File: config.mk
export PLATFORM = sky130hd
export DESIGN_NAME = seven_segment_number_encoder
export DESIGN_NICKNAME = d
export VERILOG_FILES = /design/src/rtl/ssne_pkg.sv /design/src/rtl/seven_segment_number_encoder.sv
export SDC_FILE = /design/constraint.sdc
export NUM_CORES = 2
export LEC_CHECK = 0
export BUFFER_PORTS_ARGS = -buffer_cell sky130_fd_sc_hd__buf_4
export CAP_MARGIN = 40
export CORE_ASPECT_RATIO = 0.8
export CORE_MARGIN = 2
export CORE_UTILIZATION = 45
export CTS_CLUSTER_SIZE = 25
export DETAILED_ROUTE_END_ITERATION = 8
export PLACE_DENSITY = 0.63
export SLEW_MARGIN = 20
export SYNTH_ARGS = -nofsm -noshare
export SYNTH_HDL_FRONTEND = slang
export SYNTH_SLANG_ARGS = --single-unit
File: constraint.sdc
create_clock -name clk -period 17.5 [get_ports clk]
set_input_delay 3.5 -clock clk [delete_from_list [all_inputs] [get_ports clk]]
set_output_delay 3.5 -clock clk [all_outputs]
set_load 0.01 [all_outputs]
File: src/rtl/ssne_pkg.sv
package ssne_pkg;

  // Command codes
  localparam logic [2:0] CMD_DEC      = 3'd0;
  localparam logic [2:0] CMD_FIXED    = 3'd1;
  localparam logic [2:0] CMD_TIME     = 3'd2;
  localparam logic [2:0] CMD_HEX_WORD = 3'd3;
  localparam logic [2:0] CMD_HEX_BYTE = 3'd4;

  // Segment patterns: bit0..6 = a..g, bit7 = dot
  localparam logic [7:0] SEG_MINUS = 8'h40;
  localparam logic [7:0] SEG_DOT   = 8'h80;
  localparam logic [7:0] SEG_BLANK = 8'h00;

  // Input and output word widths
  localparam int IN_DATA_W  = 40;
  localparam int OUT_DATA_W = 32;

  // Reciprocal of ten, exact for operands below 2**18
  localparam logic [35:0] RECIP_TEN  = 36'd52429;
  localparam int          RECIP_SHFT = 19;

  // Work carried down the pipeline
  typedef struct packed {
    logic [2:0]  cmd;
    logic        neg;
    logic        div;
    logic [16:0] mag;
    logic [3:0]  d0;
    logic [3:0]  d1;
    logic [3:0]  d2;
    logic [3:0]  dots;
    logic [15:0] raw;
  } stage_t;

  // Glyph for one hex digit
  function automatic logic [7:0] glyph(input logic [3:0] nib);
    logic [7:0] g;
    case (nib)
      4'h0: g = 8'h3F;
      4'h1: g = 8'h06;
      4'h2: g = 8'h5B;
      4'h3: g = 8'h4F;
      4'h4: g = 8'h66;
      4'h5: g = 8'h6D;
      4'h6: g = 8'h7D;
      4'h7: g = 8'h07;
      4'h8: g = 8'h7F;
      4'h9: g = 8'h6F;
      4'hA: g = 8'h77;
      4'hB: g = 8'h7C;
      4'hC: g = 8'h39;
      4'hD: g = 8'h5E;
      4'hE: g = 8'h79;
      default: g = 8'h71;
    endcase
    return g;
  endfunction

  // Quotient by ten through a reciprocal multiply
  function automatic logic [16:0] div10(input logic [16:0] x);
    logic [35:0] p;
    p = 36'(x) * RECIP_TEN;
    return p[RECIP_SHFT+16:RECIP_SHFT];
  endfunction

  // Remainder given the quotient by ten
  function automatic logic [3:0] rem10(input logic [16:0] x, input logic [16:0] q);
    logic [16:0] r;
    r = x - {q[13:0], 3'b000} - {q[15:0], 1'b0};
    return r[3:0];
  endfunction

endpackage

File: src/rtl/seven_segment_number_encoder.sv
// Four-digit seven-segment number encoder.
// Input channel s_*: one command word per handshake, tdata holds from bit 0 up
// cmd[2:0], value[18:3], hours[23:19], minutes[29:24], seconds[35:30].
// Output channel m_*: one word of four segment patterns per command, digit one
// in bits 7:0 up to digit four in bits 31:24 (bit0..6 = a..g, bit7 = dot).
// Modes: signed decimal, one-decimal fixed point, time, hex word, hex byte;
// unused codes give a blank display.
// Six register stages (decode, fixed-point divide, three digit extraction
// stages, glyph output). Throughput: one word per cycle while the output is not
// stalled; each stage holds one reciprocal multiply by ten at most.
// Reset clears every stage valid bit; the payload is not cleared.
// When the receiver holds m_tready low, the output word is held and the stages
// behind it fill up; s_tready drops only once every stage is occupied, and no
// word is lost or repeated.
module seven_segment_number_encoder
  import ssne_pkg::*;
(
  input  logic                  clk,
  input  logic                  rst,
  input  logic                  s_tvalid,
  output logic                  s_tready,
  // cmd, value, hours, minutes, seconds (low to high), zero-filled
  input  logic [IN_DATA_W-1:0]  s_tdata,
  output logic                  m_tvalid,
  input  logic                  m_tready,
  // digit_one, digit_two, digit_three, digit_four segments (low to high)
  output logic [OUT_DATA_W-1:0] m_tdata
);

  localparam int NSTG = 5;

  logic [NSTG:0]         vld;
  logic [NSTG:0]         rdy;
  stage_t                pipe [NSTG];
  stage_t                pipe_next [NSTG];
  logic [OUT_DATA_W-1:0] out_word;
  logic [OUT_DATA_W-1:0] out_word_next;

  // Input fields
  logic [2:0]  in_cmd;
  logic [15:0] in_value;
  logic [4:0]  in_hours;
  logic [5:0]  in_minutes;
  logic [5:0]  in_seconds;

  assign in_cmd     = s_tdata[2:0];
  assign in_value   = s_tdata[18:3];
  assign in_hours   = s_tdata[23:19];
  assign in_minutes = s_tdata[29:24];
  assign in_seconds = s_tdata[35:30];

  // Stage advance: a stage loads when empty or when the one after it moves
  always_comb begin
    rdy[NSTG] = !vld[NSTG] || m_tready;
    for (int i = NSTG - 1; i >= 0; i--) begin
      rdy[i] = !vld[i] || rdy[i+1];
    end
  end

  assign s_tready = rdy[0];
  assign m_tvalid = vld[NSTG];
  assign m_tdata  = out_word;

  // Decode: sign, magnitude, dots and divide flag
  logic        dec_neg;
  logic [16:0] dec_abs;
  logic        dec_big;
  logic [11:0] dec_time;
  logic [16:0] q2, q3, q4;

  always_comb begin
    dec_neg  = in_value[15];
    dec_abs  = dec_neg ? (17'd0 - {1'b1, in_value}) : {1'b0, in_value};
    dec_big  = ($signed(in_value) >= 16'sd1000) || ($signed(in_value) <= -16'sd100);
    dec_time = 12'(in_hours) * 12'd100 + 12'(in_minutes);

    pipe_next[0]      = '0;
    pipe_next[0].cmd  = in_cmd;
    pipe_next[0].raw  = in_value;
    pipe_next[0].neg  = dec_neg;
    pipe_next[0].mag  = dec_abs;
    case (in_cmd)
      CMD_FIXED: begin
        pipe_next[0].div  = dec_big;
        pipe_next[0].dots = dec_big ? 4'b0000 : 4'b0100;
      end
      CMD_TIME: begin
        pipe_next[0].neg  = 1'b0;
        pipe_next[0].mag  = 17'(dec_time);
        pipe_next[0].dots = in_seconds[0] ? 4'b1010 : 4'b0000;
      end
      default: begin
        pipe_next[0].div  = 1'b0;
      end
    endcase

    // Fixed point: truncate the magnitude by ten for large values
    pipe_next[1] = pipe[0];
    if (pipe[0].div) begin
      pipe_next[1].mag = div10(pipe[0].mag);
    end

    // Digit extraction: peel off units, tens and hundreds
    q2 = div10(pipe[1].mag);
    pipe_next[2]     = pipe[1];
    pipe_next[2].d0  = rem10(pipe[1].mag, q2);
    pipe_next[2].mag = q2;

    q3 = div10(pipe[2].mag);
    pipe_next[3]     = pipe[2];
    pipe_next[3].d1  = rem10(pipe[2].mag, q3);
    pipe_next[3].mag = q3;

    q4 = div10(pipe[3].mag);
    pipe_next[4]     = pipe[3];
    pipe_next[4].d2  = rem10(pipe[3].mag, q4);
    pipe_next[4].mag = q4;
  end

  // Output: thousands digit and glyph mapping
  logic [16:0] q5;
  logic [3:0]  d3;
  logic [7:0]  seg1, seg2, seg3, seg4;

  always_comb begin
    q5 = div10(pipe[4].mag);
    d3 = rem10(pipe[4].mag, q5);
    case (pipe[4].cmd)
      CMD_DEC, CMD_FIXED, CMD_TIME: begin
        seg1 = (pipe[4].neg ? SEG_MINUS : glyph(d3)) | (pipe[4].dots[0] ? SEG_DOT : SEG_BLANK);
        seg2 = glyph(pipe[4].d2) | (pipe[4].dots[1] ? SEG_DOT : SEG_BLANK);
        seg3 = glyph(pipe[4].d1) | (pipe[4].dots[2] ? SEG_DOT : SEG_BLANK);
        seg4 = glyph(pipe[4].d0) | (pipe[4].dots[3] ? SEG_DOT : SEG_BLANK);
      end
      CMD_HEX_WORD: begin
        seg1 = glyph(pipe[4].raw[15:12]);
        seg2 = glyph(pipe[4].raw[11:8]);
        seg3 = glyph(pipe[4].raw[7:4]);
        seg4 = glyph(pipe[4].raw[3:0]);
      end
      CMD_HEX_BYTE: begin
        seg1 = SEG_BLANK;
        seg2 = SEG_BLANK;
        seg3 = glyph(pipe[4].raw[7:4]);
        seg4 = glyph(pipe[4].raw[3:0]);
      end
      default: begin
        seg1 = SEG_BLANK;
        seg2 = SEG_BLANK;
        seg3 = SEG_BLANK;
        seg4 = SEG_BLANK;
      end
    endcase
    out_word_next = {seg4, seg3, seg2, seg1};
  end

  // Valid bits: advance with the data, clear on reset
  always_ff @(posedge clk) begin
    if (rst) begin
      vld <= '0;
    end else begin
      if (rdy[0]) begin
        vld[0] <= s_tvalid;
      end
      for (int i = 1; i <= NSTG; i++) begin
        if (rdy[i]) begin
          vld[i] <= vld[i-1];
        end
      end
    end
  end

  // Payload: load on advance, hold on stall
  always_ff @(posedge clk) begin
    for (int i = 0; i < NSTG; i++) begin
      if (rdy[i]) begin
        pipe[i] <= pipe_next[i];
      end
    end
    if (rdy[NSTG]) begin
      out_word <= out_word_next;
    end
  end

  // Nothing is valid right after reset
  a_reset_empty: assert property (@(posedge clk) rst |=> !m_tvalid)
    else $error("output valid right after reset");

  // An empty output stage lets every stage behind it move
  a_ready_when_empty: assert property (@(posedge clk) disable iff (rst)
    !m_tvalid |-> s_tready)
    else $error("input stalled with an empty output stage");

  // A stalled decode stage keeps its word
  a_stage_hold: assert property (@(posedge clk) disable iff (rst)
    vld[0] && !rdy[0] |=> vld[0] && $stable(pipe[0]))
    else $error("decode stage changed while stalled");

  // Hex byte words leave the two left digits blank
  a_hex_byte_blank: assert property (@(posedge clk) disable iff (rst)
    vld[4] && rdy[4] && pipe[4].cmd == CMD_HEX_BYTE |=> m_tdata[15:0] == 16'h0000)
    else $error("hex byte word with lit left digits");

endmodule

# == Word level (Yosys, flattened, before mapping) ==
# Memories as Yosys holds them, arrays and structs flattened.
# Index checks and enable logic that the tools add are counted.
# op_classes
addsub,10
multipliers,6
magnitude_cmp,2
eq_ne,6
n_mux,31
bitwise,4
n_reduce_logical,15
# op_table
op,count
$mul 17x16->33 const B,4
$mux 8,9
$mux 17,3
$pmux 8 s3,2
$or 8x8->8,4
$pmux 8 s2,2
$sub 4x4->4,8
$mul 17x16->22 const B,1
$sub 1x17->17 const A,1
$ge 16x11->1 const B,1
$le 16x8->1 const B,1
$add 12x6->12,1
$mux 1,12
$mul 5x5->10 const B,1
$eq 3x2->1 const B,3
$pmux 4 s2,1
$logic_or 1x1->1,7
$eq 3x1->1 const B,2
$logic_not 1->1,6
$mux 4,1
$eq 3x3->1 const B,1
$logic_not 3->1,1
$mux 3,1
$reduce_or 3->1,1
# totals
regBits,38
mem_bits_rw,270
rom_bits,1120
input_bits,44
output_inout_bits,34
wordCells,92
n_memories,11
# mem_list
name,depth,width,read_ports,rd_ports_with_merged_regs,write_ports,line_no,text
pipe,5,54,5,0,5,seven_segment_number_encoder.sv:34,stage_t pipe [NSTG];
(no name shown),16,7,1,0,0,ssne_pkg.sv:39,case (nib)
(no name shown),16,7,1,0,0,ssne_pkg.sv:39,
(no name shown),16,7,1,0,0,ssne_pkg.sv:39,
(no name shown),16,7,1,0,0,ssne_pkg.sv:39,
(no name shown),16,7,1,0,0,ssne_pkg.sv:39,
+5 memories,--,--,--,--,--,--,

# == Longest topological paths before layout ==
# logic_depth
depth_word,9
ltp_mapped,28
mapped_depth_nobuf,27

# == Worst setup path after synthesis ==
# No wires, ideal clock.
# synth_timing
kind,input port to output port
start,in m_tready
end,out s_tready
arrival_time_ns,5.324
t_required_ns,14.000
slack_ns,8.676
path_stages,4
path_buffers,1
path_cell_list,nor2b_1 -> and3_1 -> clkbuf_1 -> nand4_1
# synth_via
elab_chain_cells,6
# synth_rtl
item,line_no,text
"start, declared",seven_segment_number_encoder.sv:25,"input logic m_tready,"
$logic_or 1x1->1,seven_segment_number_encoder.sv:54,rdy[NSTG] = !vld[NSTG] || m_tready;
$logic_or 1x1->1 (5 in a row),seven_segment_number_encoder.sv:56,rdy[i] = !vld[i] || rdy[i+1];
"end, declared",seven_segment_number_encoder.sv:21,"output logic s_tready,"
# No other way between the ends.

# == Final worst setup path ==
# Same ends and word-level chain as after synthesis.

==> results by stage <==
Layout:
- The number of antenna diodes in the final layout is 0.
- The layout cell share with drive strength beyond 1 is 5.814%.
- In the final design database the tool counted 4013 nets.
- The area of combinational cells with multiple inputs is 21060 um^2.
- The post-layout instance count excluding filler cells is 3865.
- Fill cells in the final layout number 6173.
- The sequential cell area in the final layout is 7387 um^2.
- The signed area change from the synthesized netlist to the final layout is 8.811%.

Worst setup path:
- Counting both buffers and inverters, the worst setup path holds a total of 3.
- The endpoint arrival time on the critical path is 4.90 ns.
- At the worst endpoint, the required time is 14.00 ns.
- The largest fanout on the critical path is 42.
- The setup path with the least slack is of type input port to output port.
- The standard cell with the maximum stage delay on the critical path is sky130_fd_sc_hd__and3_1.
- The worst setup path is captured at an output port.
- STA classifies the critical path startpoint as an input port.
- The category of cells accounting for the largest share of critical-path delay is simple AND/OR/NAND/NOR gates.
- The most prevalent standard cell on the critical path is sky130_fd_sc_hd__buf_4.
- Walking the worst path, the cells encountered are buf_4, nor2b_1, and3_1, nand4_1, buf_4, buf_4.
- For this run, the slowest stage of the critical path takes 0.35 ns.

Place:
- The post-DP HPWL is 58390 um.
- The count of buffers inserted at the top-level ports is 67.
- The final estimated routing congestion in global placement is 0.9198.
- The count of placed standard cells including taps is 3809.

Clocking:
- The number of clock buffers inserted by TritonCTS is 28.
- The number of gates resized after CTS was 0.
- TritonCTS built the clock tree.
- The clock drives 248 sinks.
- The number of post-CTS setup repair buffers is 0.
- In this run the deepest clock path goes through 3 buffers.
- Clock-pin slew was measured on the worst setup and hold paths at 0.06 ns.
- The CTS root buffer is sky130_fd_sc_hd__clkbuf_16.
- The number of buffers inserted for hold repair after clock tree synthesis is 0.
- In this run the number of H-tree levels came out at 1.
- The later pin in the worst-skew pair is clocked with a latency of 0.58 ns.

STA:
- The count of endpoints failing setup in the final report is 0.
- The post-route fraction of the period consumed by the critical path is 48.00%.
- The achievable frequency is 119.1 MHz.
- The worst clock skew is 0.01860 ns.
- In the final timing run, aggregate negative setup slack is 0 ns.
- Setup repair after global routing left no endpoint under its margin.
- Headroom to the max-slew limit came out at 46.33%.
- The worst-margin pin slew is 0.7983 ns.
- The total count of max-transition violations in the final report is 0.
- The worst path in the final design needs a cycle of 8.400 ns, including I/O delays and setup.
- The hold violation count in the final report came to 0.

Logic synthesis:
- The number of flops mapped to enable cells by yosys is 242.
- The biggest area contributor in the post-synthesis netlist is sky130_fd_sc_hd__ha_1.
- The number of distinct library cell variants in the gate-level netlist after synthesis is 81.
- After synthesis, the largest family of logic cells by area is adder cells.
- The mux contribution to synthesized area is 1.540%.
- The share of synthesized flip-flops with an asynchronous set or reset is 0%.
- The fraction of synthesized cell area taken by the top area cell type is 27.28%.
- A synthesized cell averages 11.04 um^2.
- The xor and xnor fraction of the mapped netlist area is 3.499%.
- The number of instances in the synthesized netlist is 2833.
- The top flip-flop cell by instance count after synthesis is sky130_fd_sc_hd__edfxtp_1.
- The cell area that synthesis handed to floorplanning was 31290 um^2.
- Of the synthesized area, sequential elements account for 23.61%.
- After Yosys synthesis, full adders, half adders and majority gates account for 50.82% of the synthesized area.
- The Yosys step of the flow raised 0 warnings.
- Synthesis inferred 248 register bits.
- By area the synthesized netlist is led by sky130_fd_sc_hd__ha_1, sky130_fd_sc_hd__fa_1, sky130_fd_sc_hd__edfxtp_1.
- The area fraction in compound gates after synthesis is 6.403%.
- The area share of and/or/nand/nor cells after synthesis is 4.987%.

Global route:
- The number of antenna violations at the first check in global routing is 2.
- The via count of the first global-routing pass came to 21050.
- Global routing used 19.39% of the available tracks across all layers.
- Summed over all layers, the global routing overflow is 0.
- Entering global routing, the biggest net connects 45 pins.
- The wire length of the first global-routing pass is 110400 um.

Drt:
- The DRC violation count after routing is 0.
- Before antenna repair, the detailed router went through 5 iterations.
- In this run the remaining antenna-violating nets after routing total 0.
- Dividing the detail-routed via count by the number of cells gives 5.094.
- Dividing the detail-routed wire length by the instance count gives 17.30 um.
- The total via count in the routed design is 19690.
- The first-iteration detailed-routing DRC count is 762.
- For this block, the routed nets add up to 66870 um of wire.

Worst hold path:
- The type of the worst min-delay path is flop to flop.

Die:
- The starting utilization of the core area is 45.43%.
- The row count is 86.
- In this run the standard cell core region covers 68870 um^2.
- The floorplan step set the die width to 298.8 um.
- The die span in y is 239.8 um.
- The die covers 71660 um^2.
- Pin placement for this block handled 78 I/O pins.

Flow run:
- The max-cap check violation count is 0.

Run status:
- The flow ran to the end, and the final reports show no timing, DRC or antenna violations.
[final timing paths]
| kind | start | cells after the start | to | slack (ns) |
|---|---|---|---|---|
| setup / recovery | m_tready | 6 | s_tready | 9.10 |
| hold / removal | pipe[0][139] | 0 | pipe[0][193] | 0.41 |
| hold reg to reg | pipe[0][139] | 0 | pipe[0][193] | 0.41 |
| setup reg to reg | pipe[0][249] | 25 | m_tdata[6] | 10.69 |
[state kept, by name (all words and copies together), names as in the netlist]
signal	count
pipe	211
m_tdata	31
vld	6
[area by class of cell]
type                    count  share of cell area, %
clock buffers              32                  2.102
clock inverters            20                 0.8785
inverters                 735                  8.105
multi-input cells        1827                  61.87
flip-flops and latches    248                  21.70
well taps                 924                  3.396
repair buffers             79                  1.944
[metrics by stage]
| stage | setup slack (ns) | hold WS [ns] | utilization (%) | area (um^2) |
|---|---|---|---|---|
| floorplan | 8.676 | 0.4003 | - | 31290 |
| global placement | 9.108 | 0.4009 | 47.78 | 32910 |
| detailed placement | 9.097 | 0.4045 | 47.88 | 32970 |
| CTS | 9.078 | 0.4084 | 49.35 | 33990 |
| global route | 8.932 | 0.4154 | 49.43 | 34040 |
| finish | 9.100 | 0.4069 | 49.43 | 34040 |
[synth_stat cells, types with 8 or more instances]
master	count
sky130_fd_sc_hd__inv_1	735
sky130_fd_sc_hd__ha_1	682
sky130_fd_sc_hd__fa_1	368
sky130_fd_sc_hd__edfxtp_1	242
sky130_fd_sc_hd__nor2_1	93
sky130_fd_sc_hd__xnor2_1	85
sky130_fd_sc_hd__a21oi_1	82
sky130_fd_sc_hd__nand2_1	73
sky130_fd_sc_hd__o21ai_0	51
sky130_fd_sc_hd__xor2_1	40
sky130_fd_sc_hd__a21o_1	31
sky130_fd_sc_hd__nand3_1	23
sky130_fd_sc_hd__nor2b_1	22
sky130_fd_sc_hd__mux2i_1	20
sky130_fd_sc_hd__clkbuf_1	19
sky130_fd_sc_hd__nand2b_1	18
sky130_fd_sc_hd__nand4_1	15
sky130_fd_sc_hd__and3_1	14
sky130_fd_sc_hd__nor3_1	13
sky130_fd_sc_hd__o211ai_1	13
sky130_fd_sc_hd__and2_1	12
sky130_fd_sc_hd__mux2_2	11
sky130_fd_sc_hd__o21a_1	10
sky130_fd_sc_hd__a31oi_1	8
[metal layers]
| metal | GRT usage [%] | vias up | part of all wire, % |
|---|---|---|---|
| li1 | - | 9506 | - |
| met1 | 28.80 | 9773 | 50 |
| met2 | 30.76 | 357 | 44 |
| met3 | 2.966 | 50 | 5.1 |
| met4 | 2.333 | 2 | 1.0 |
| met5 | 0 | - | 0.021 |
[layout by cell type, fill, tap and decap left out, types with 5 or more instances in the layout]
master / instances
sky130_fd_sc_hd__ha_1: 682
sky130_fd_sc_hd__xor2_1: 40
sky130_fd_sc_hd__a31o_2: 7
sky130_fd_sc_hd__a211oi_1: 7
sky130_fd_sc_hd__nand2_1: 71
sky130_fd_sc_hd__nand4_1: 15
sky130_fd_sc_hd__o21a_1: 10
sky130_fd_sc_hd__dfxtp_1: 6
sky130_fd_sc_hd__o211ai_1: 13
sky130_fd_sc_hd__or4_1: 6
sky130_fd_sc_hd__a221o_1: 7
sky130_fd_sc_hd__fa_1: 368
sky130_fd_sc_hd__nor3_1: 13
sky130_fd_sc_hd__o2111ai_1: 5
sky130_fd_sc_hd__xnor2_1: 85
sky130_fd_sc_hd__or3_1: 5
sky130_fd_sc_hd__bufinv_16: 6
sky130_fd_sc_hd__inv_1: 734
sky130_fd_sc_hd__o21bai_1: 7
sky130_fd_sc_hd__mux4_2: 7
sky130_fd_sc_hd__edfxtp_1: 242
sky130_fd_sc_hd__and2_1: 12
sky130_fd_sc_hd__a31oi_1: 8
sky130_fd_sc_hd__nand3_1: 22
sky130_fd_sc_hd__mux2_2: 11
sky130_fd_sc_hd__a21o_1: 31
sky130_fd_sc_hd__nor2b_1: 22
sky130_fd_sc_hd__mux2i_1: 20
sky130_fd_sc_hd__nand3b_1: 5
sky130_fd_sc_hd__clkbuf_16: 28
sky130_fd_sc_hd__a21oi_1: 82
sky130_fd_sc_hd__and3_1: 14
sky130_fd_sc_hd__nand2b_1: 18
sky130_fd_sc_hd__o31ai_1: 7
sky130_fd_sc_hd__nor2_1: 93
sky130_fd_sc_hd__buf_4: 72
sky130_fd_sc_hd__o21ai_0: 51
sky130_fd_sc_hd__o32ai_1: 5
[worst reg2reg max path: cells and delay by family, from the launching register on]
family / cells / cell delay, ns
adder cells (fa/ha/maj): 8 / 3.00
XOR/XNOR: 7 / 1.19
AO/OA/AOI/OAI: 5 / 0.97
flip-flops: 1 / 0.55
multiplexers: 1 / 0.36
buffers and inverters: 3 / 0.34
AND/OR/NAND/NOR: 1 / 0.15
[kinds of logic (layout without fill, tap and decap cells)]
logic type               Yosys count  count (layout)
buffers and inverters            759             866
other                              1               2
AO/OA/AOI/OAI                    295             295
AND/OR/NAND/NOR                  317             317
multiplexers                      38              38
flip-flops                       248             248
adder cells (fa/ha/maj)         1050            1050
XOR/XNOR                         125             125
Power is not shown: default switching activity piles up to over one toggle a cycle in this logic, so the estimate is an artifact.
